**src/mws_pkg.sv**
```systemverilog
// ----------------------------------------------------------------------------
// mws_pkg: shared types and constants for the minimum window search
// Command and status groups between the controller and the datapath.
// ----------------------------------------------------------------------------
`default_nettype none

package mws_pkg;

   localparam int COUNT_MAX = 2047;
   localparam int OWED_MAX  = 2047;
   localparam int OWED_W    = 11;
   localparam int START_W   = 10;
   localparam int LENGTH_W  = 11;

   typedef struct packed {
      logic latch_req;   // capture the accepted item
      logic cnt_rd;      // read a count entry
      logic cnt_src_txt; // count address from text data, else from the item byte
      logic txt_wr;      // store the text byte
      logic txt_rd;      // read the text byte under the left edge
      logic pat_update;  // apply a pattern byte
      logic txt_update;  // apply a text byte
      logic walk_step;   // move the left edge over a surplus byte
      logic rec;         // record the window and give back the leftmost byte
      logic rsp_load;    // load the result registers
      logic clear;       // clear the job state
   } cmd_type;

   typedef struct packed {
      logic op_text;
      logic last;
      logic text_full;
      logic hit;
      logic walk_stop;
      logic window_full;
   } status_type;

endpackage

`default_nettype wire

```
**src/mws_ctrl.sv**
```systemverilog
// ----------------------------------------------------------------------------
// mws_ctrl: sequencer for the minimum window search
// Steps each item through count lookup, update and the left edge walk.
// ----------------------------------------------------------------------------
`default_nettype none

module mws_ctrl (
   input  wire logic                clock,
   input  wire logic                reset,
   input  wire logic                req_valid,
   output logic                     req_stall,
   input  wire logic                req_op,
   input  wire logic                req_last,
   output logic                     rsp_valid,
   input  wire logic                rsp_stall,
   input  wire mws_pkg::status_type status,
   output mws_pkg::cmd_type         cmd
);
   import mws_pkg::*;

   typedef enum logic [3:0] {
      S_IDLE, S_CRD, S_PAT, S_TXT, S_CHK, S_WRD, S_WCR, S_WEV, S_REC, S_DONE
   } state_type;

   state_type state_ff, state_in;
   logic      rsp_valid_ff, rsp_valid_in;
   logic      accept, slot_free;

   assign req_stall = (state_ff != S_IDLE);
   assign accept    = req_valid && !req_stall;
   assign slot_free = !rsp_valid_ff || !rsp_stall;
   assign rsp_valid = rsp_valid_ff;

   always_comb begin
      cmd      = '0;
      state_in = state_ff;
      unique case (state_ff)
         S_IDLE: begin
            if (accept) begin
               cmd.latch_req = 1'b1;
               if (req_op && status.text_full) begin
                  state_in = req_last ? S_DONE : S_IDLE;
               end else begin
                  state_in = S_CRD;
               end
            end
         end
         S_CRD: begin
            cmd.cnt_rd = 1'b1;
            cmd.txt_wr = status.op_text;
            state_in   = status.op_text ? S_TXT : S_PAT;
         end
         S_PAT: begin
            cmd.pat_update = 1'b1;
            state_in       = S_IDLE;
         end
         S_TXT: begin
            cmd.txt_update = 1'b1;
            if (status.hit) begin
               state_in = S_CHK;
            end else begin
               state_in = status.last ? S_DONE : S_IDLE;
            end
         end
         S_CHK: begin
            if (status.window_full) begin
               state_in = S_WRD;
            end else begin
               state_in = status.last ? S_DONE : S_IDLE;
            end
         end
         S_WRD: begin
            cmd.txt_rd = 1'b1;
            state_in   = S_WCR;
         end
         S_WCR: begin
            cmd.cnt_rd      = 1'b1;
            cmd.cnt_src_txt = 1'b1;
            state_in        = S_WEV;
         end
         S_WEV: begin
            if (status.walk_stop) begin
               state_in = S_REC;
            end else begin
               cmd.walk_step = 1'b1;
               state_in      = S_WRD;
            end
         end
         S_REC: begin
            cmd.rec  = 1'b1;
            state_in = S_CHK;
         end
         S_DONE: begin
            if (slot_free) begin
               cmd.rsp_load = 1'b1;
               cmd.clear    = 1'b1;
               state_in     = S_IDLE;
            end
         end
         default: state_in = S_IDLE;
      endcase
   end

   always_comb begin
      rsp_valid_in = rsp_valid_ff;
      if (cmd.rsp_load) begin
         rsp_valid_in = 1'b1;
      end else if (!rsp_stall) begin
         rsp_valid_in = 1'b0;
      end
   end

   always_ff @(posedge clock) begin
      if (reset) begin
         state_ff     <= S_IDLE;
         rsp_valid_ff <= 1'b0;
      end else begin
         state_ff     <= state_in;
         rsp_valid_ff <= rsp_valid_in;
      end
   end

   // A waiting result is never overwritten.
   assert property (@(posedge clock) disable iff (reset)
      cmd.rsp_load |-> !(rsp_valid_ff && rsp_stall))
      else $error("result overwritten while stalled");

   // The walk only starts from the completeness check.
   assert property (@(posedge clock) disable iff (reset)
      (state_ff == S_WRD) |-> ($past(state_ff) == S_CHK || $past(state_ff) == S_WEV))
      else $error("walk entered from wrong state");

   // A load always produces a result transfer offer in the next cycle.
   assert property (@(posedge clock) disable iff (reset)
      cmd.rsp_load |=> rsp_valid_ff)
      else $error("result not offered after load");

endmodule

`default_nettype wire

```
**config.mk**
```make
export PLATFORM = sky130hd
export DESIGN_NAME = mws_ctrl
export DESIGN_NICKNAME = d
export VERILOG_FILES = /design/src/mws_pkg.sv /design/src/mws_ctrl.sv
export SDC_FILE = /design/constraint.sdc
export NUM_CORES = 1
export LEC_CHECK = 0
export BUFFER_PORTS_ARGS = -buffer_cell sky130_fd_sc_hd__buf_2
export CORE_AREA = 2 2 39 41
export CTS_CLUSTER_DIAMETER = 60
export DETAILED_ROUTE_END_ITERATION = 8
export DIE_AREA = 0 0 41 43
export PLACE_DENSITY = 0.65
export SKIP_LAST_GASP = 1
export SLEW_MARGIN = 25
export SYNTH_ARGS = -nofsm -noshare
export SYNTH_HDL_FRONTEND = slang
export SYNTH_SLANG_ARGS = --single-unit
```
**constraint.sdc**
```tcl
create_clock -name clock -period 2 [get_ports clock]
set_input_delay 0.4 -clock clock [delete_from_list [all_inputs] [get_ports clock]]
set_output_delay 0.4 -clock clock [all_outputs]
set_load 0.01 [all_outputs]
```
==> results of run 1 <==
path summary, 6_finish.rpt:
check              startpoint           to  slack (ns)  depth (start not counted)
setup / recovery  state_ff[2]      cmd[10]        0.16                          3
hold / removal          reset  state_ff[1]        0.38                          2
setup reg to reg  state_ff[2]  state_ff[0]        0.44                          4
hold reg to reg     rsp_valid    rsp_valid        0.49                          2
registers in the layout, indices dropped and copies added, names as in the netlist:
register	cells
rsp_valid	1
state_ff	4
routing by layer:
metal  wire, µm  part of all wire [%]  GRT usage [%]  vias up
li1           -                     -              -      261
met1        546                    48          21.94      216
met2        499                    44          20.00       23
met3         70                   6.1          1.571        2
met4         25                   2.2          12.00        0
met5          0                     0              0        -
what timing repair did:
action | CTS | global route
resized for setup | 0 | 3
setup endpoints to repair | 0 | 6
hold buffers | 0 | 0
kinds of logic after synthesis:
logic type,count (synthesis),synth area share [%]
flops,5,21.39
simple gates,32,47.06
compound gates,14,21.66
buf+inv,9,9.892
where the power goes:
group	leakage (nW)	switching (mW)	internal [mW]
clock	0.0150	0.0447	0.0756
combinational	0.212	0.0656	0.0672
sequential	0.0414	0.0286	0.110
total	0.268	0.139	0.253
metrics by stage:
step / instances / area [µm²] / hold slack (ns)
final: 98 / 608.1 / 0.3774
after global routing: 98 / 608.1 / 0.3909
after floorplan: 60 / 467.9 / 0.4691
after global placement: 94 / 573.1 / 0.4835
after CTS: 98 / 599.3 / 0.3763
after detailed placement: 94 / 573.1 / 0.4852
cell type report:
cell class	count	share of cell area [%]
clock buffer	4	4.321
inverter	3	1.852
multi-input combinational	46	53.91
sequential	5	16.87
tap	16	3.292
timing repair buffer	24	19.75
cell usage in the layout, fill, tap and decap left out, types with 2 or more instances in the layout:
| master | Yosys | routed |
|---|---|---|
| dfxtp_2 | 0 | 2 |
| nand3_1 | 2 | 2 |
| nand3b_1 | 2 | 2 |
| nand2_1 | 3 | 3 |
| nor3_1 | 5 | 5 |
| a21oi_1 | 6 | 6 |
| clkbuf_4 | 0 | 3 |
| nor2_1 | 5 | 5 |
| inv_1 | 3 | 3 |
| dfxtp_1 | 5 | 3 |
| buf_2 | 4 | 24 |
| nand2b_1 | 4 | 4 |
==> results.toml, run 1 <==
[grt]
grt_pass1_vias = 433
grt_pass1_wl_um = 1835
grt-ovfl-total = 0
grt_max_degree = 16
grt_use_total_pct = 15.38
antenna_found_initial = 0

[route]
routedWlPerCell_um = 11.64
dr.pass1.iters = 4
via_per_inst = 5.122
routed_wl_um = 1141
drtIter0Drc = 13
drtAntennaViolNets = 0
routed-via-count = 502
drc_errors = 0

[clock_tree]
post-cts-setup-buffers = 0
cts_sinks = 5
cts-root-buf = "clkbuf_4"
h-tree-depth = 1
clk-insertion-delay-late_ns = 0.24
cts_buffers = 3
cts_tree = "done"
cts_buffer_depth = 2
clk_pin_slew_ns = 0.05

[die]
start_util_pct = 33.82
dieArea_um2 = 1763
rows = 14
die-width_um = 41
coreArea_um2 = 1384
die_height_um = 43
io_pins = 25

[synthesis]
synth_seq_cells = 5
synth.area.top_cells = "dfxtp_1 21%, a21oi_1 6.4%, nand2b_1 5.3%"
synth_edf_count = 0
ys_async_sr_fraction_pct = 0
synth_cells = 60
synth_top_area_share_pct = 21.39
synth_nets = 72
ys_types = 30
yosys.area.top_type = "dfxtp_1"
netlist_area_um2 = 467.9
syn_area_per_cell_um2 = 7.799
ys_warn_count = 0
synthTopCellsByCount = "6 x a21oi_1, 5 x dfxtp_1, 5 x nor2_1, 5 x nor3_1"
ys.flop_type = "dfxtp_1"
synth_most_common_cell = "a21oi_1"
synth_seq_area_share_pct = 21.39

[sta]
period_minus_slack_ns = 1.836
rsz0062_at_grt = "false"
timing_hold_violations_final = 0
layout_setup_ws_ns = 0.1639
fmax_mhz = 544.6
fin_setup_tns_ns = 0
worst_pin_slew_ns = 0.4612
fin_crit_sh_pct = 91.80
setup_viol = 0
slew_viol_final = 0
skew_ns = 0.001769
maxSlewHeadroom_pct = 69.21

[place]
hpwl_um = 885.9
gp_congestion = 0.8077
port_buffers = 24
place_ws_ns = 0.2890

[worst_setup_path]
crit_slowest_cell = "dfxtp_1"
critPathCaptureType = "primary output"
cp_top_family = "simple AND/OR/NAND/NOR gates"
critical_path.cell_chain = "nor4_2, and2_2, buf_2"
startpoint_type = "flop"
worstPathRequired_ns = 1.60
crit_fanout = 15
crit_buf_inv = 1
cp.arrival_ns = 1.44
crit_type = "reg -> out"
max_stage_delay_ns = 0.44

[power]
peakVddDrop_mv = 0.2508
powerDensity_nw_per_um2 = 643.8
p_leak_nw = 0.2684
power_uw = 391.5

[finish]
regArea_um2 = 102.6
fillCellCount = 144
multi_input_area_um2 = 327.8
area_delta_synth_final_pct = 29.95
final_nets = 95
fin_util_pct = 43.94
antenna_cells = 0
drive_gt1_share_pct = 43.90

[worst_hold_path]
worstHoldPathType = "in -> reg"

[status]
status = "complete, no violations"

[run]
cap_violations = 0
(Power assumes the default switching activity.)
==> run 2: changes to the inputs <==
--- a/config.mk
+++ b/config.mk
@@ -10,7 +10,8 @@
 export CTS_CLUSTER_DIAMETER = 60
 export DETAILED_ROUTE_END_ITERATION = 8
 export DIE_AREA = 0 0 41 43
-export PLACE_DENSITY = 0.65
+export PLACE_DENSITY = 0.66
+export SETUP_SLACK_MARGIN = 0.4
 export SKIP_LAST_GASP = 1
 export SLEW_MARGIN = 25
 export SYNTH_ARGS = -nofsm -noshare
==> constraint.sdc (replaced) <==
create_clock -name clock -period 1.5 [get_ports clock]
set_input_delay 0.3 -clock clock [delete_from_list [all_inputs] [get_ports clock]]
set_output_delay 0.3 -clock clock [all_outputs]
set_load 0.01 [all_outputs]
==> run 2 against run 1 <==
Compared with the run above:
- the flow now finishes with violations (setup timing)
- critical path depth is 2 higher
- clock power is 43% higher
- core utilization is 29 points higher
- register-to-register slack worse by 0.42 ns
- final area is 67% higher
- sequential power is 29% higher
- combinational power grew to 3.2 times the previous value
- worst hold slack worse by 0.095 ns
- clock-buffer cell count stayed put
- clock skew is 0.0096 ns higher
- sequential share of layout area is 5.4 points lower
- total power is 99% higher
==> results.toml, run 2 (same netlist as run 1, synthesis figures left out) <==
[grt]
grt_use_total_pct = 23.02
grt_pass1_wl_um = 2677
antenna_found_initial = 0
grt_pass1_vias = 606
grt-ovfl-total = 0
grt_max_degree = 11

[worst_setup_path]
startpoint = "state_ff[1]"
cp.arrival_ns = 1.30
crit_type = "reg -> out"
crit_fanout = 7
startpoint_type = "flop"
reg2reg_slack_ns = 0.02
rr_worst_depth = 7
r2r_start = "state_ff[0]"
worstPathRequired_ns = 1.20
critPathCaptureType = "primary output"
worstReg2RegEnd = "state_ff[3]"
cp-endpoint = "req_stall"

[finish]
regArea_um2 = 116.4
multi_input_area_um2 = 491.7
max_flop_register = "state_ff"
area_delta_synth_final_pct = 116.6
final_cells = 123
finalInstanceArea_um2 = 1013
drive_gt1_share_pct = 76.64
largest_reg_flops = 4
final_common_cell = "buf_2"
fillCellCount = 101
final_nets = 120
fin_util_pct = 73.24
antenna_cells = 0
layout_common_cells = "23 x buf_2, 16 x buf_4, 10 x buf_6"

[die]
die_height_um = 43
io_pins = 25
dieArea_um2 = 1763
die-width_um = 41
rows = 14
start_util_pct = 33.82
coreArea_um2 = 1384

[place]
hpwl_um = 1006
placed_area_um2 = 679.4
place_ws_ns = 0.03803
port_buffers = 24
gp_congestion = 0.8081
dp_cells = 101

[power]
powerDensity_nw_per_um2 = 770.6
p_leak_nw = 0.4660
power_uw = 781.0
peakVddDrop_mv = 0.5303

[route]
drtIter0Drc = 5
via_per_inst = 5.293
dr.pass1.iters = 3
routed-via-count = 651
routed_wl_um = 1858
drc_errors = 0
routedWlPerCell_um = 15.11
drtAntennaViolNets = 0

[clock_tree]
cts_buffer_depth = 2
cts_buffers = 3
clk_pin_slew_ns = 0.05
ctsHoldBuffers = 0
cts_sinks = 5
cts_tree = "done"
cts-root-buf = "clkbuf_4"
h-tree-depth = 1
clk-insertion-delay-late_ns = 0.26

[sta]
period_minus_slack_ns = 1.599
timing_hold_violations_final = 0
rsz0062_at_grt = "true"
fin_setup_tns_ns = -0.3579
skew_ns = 0.01136
slew_viol_final = 0
maxSlewHeadroom_pct = 80.78
holdWs_ns = 0.2828
worst_pin_slew_ns = 0.2861
setup_viol = 9
layout_setup_ws_ns = -0.09940
fin_crit_sh_pct = 106.6
fmax_mhz = 625.2

[status]
violations = "setup timing"
status = "finished with violations"

[run]
cap_violations = 0

[worst_hold_path]
worstHoldPathType = "in -> reg"
-- run 2: changes by cell type in the layout (fill, tap and decap cells not counted), moves of 3 or more --
cell and delta:
nor3_1 -3, buf_4 +16, a21oi_1 -3, dfxtp_1 -3, dfxtp_4 +4, buf_6 +10, nand2b_4 +4, nand2b_1 -4
-- run 2: cell type report --
class	count	share of cell area, %
Multi-Input combinational cell	46	48.52
Timing Repair Buffer	49	34.32
Sequential cell	5	11.48
Clock buffer	4	2.593
Tap cell	16	1.975
Inverter	3	1.111
-- run 2: worst min path at each step --
| stage | start | end | cells after the start |
|---|---|---|---|
| after floorplan | reset | state_ff[0] | 1 |
| after global placement | rsp_valid | rsp_valid | 2 |
| after detailed placement | rsp_valid | rsp_valid | 2 |
| after CTS | reset | state_ff[3] | 2 |
| after global routing | reset | state_ff[3] | 2 |
| final | reset | rsp_valid | 2 |
-- run 2: worst max-delay path, stage by stage, from the launching register on --
cell	delay, ns
dfxtp_4	0.37
buf_6	0.13
nor4_4	0.25
buf_4	0.16
inv_2	0.03
buf_6	0.11
-- run 2: power by group --
part / switching [mW] / internal [mW] / total, mW
clock: 0.0706 / 0.102 / 0.172
combinational: 0.187 / 0.244 / 0.431
sequential: 0.0323 / 0.146 / 0.178
total: 0.290 / 0.491 / 0.781
-- run 2: layer usage --
layer	wire (µm)	track usage, %	vias to the layer above	part of all wire [%]
met5	0	0	-	0
met4	57	14.00	0	3.1
met3	86	4.188	5	4.6
met2	988	39.38	23	53
met1	725	23.87	307	39
li1	-	-	316	-
-- run 2: what timing repair did --
| item | in CTS | in global routing |
|---|---|---|
| resized for setup | 30 | 10 |
| pin swaps | 8 | 5 |
| endpoints found under the setup margin | 16 | 17 |
| buffers inserted | 12 | 6 |
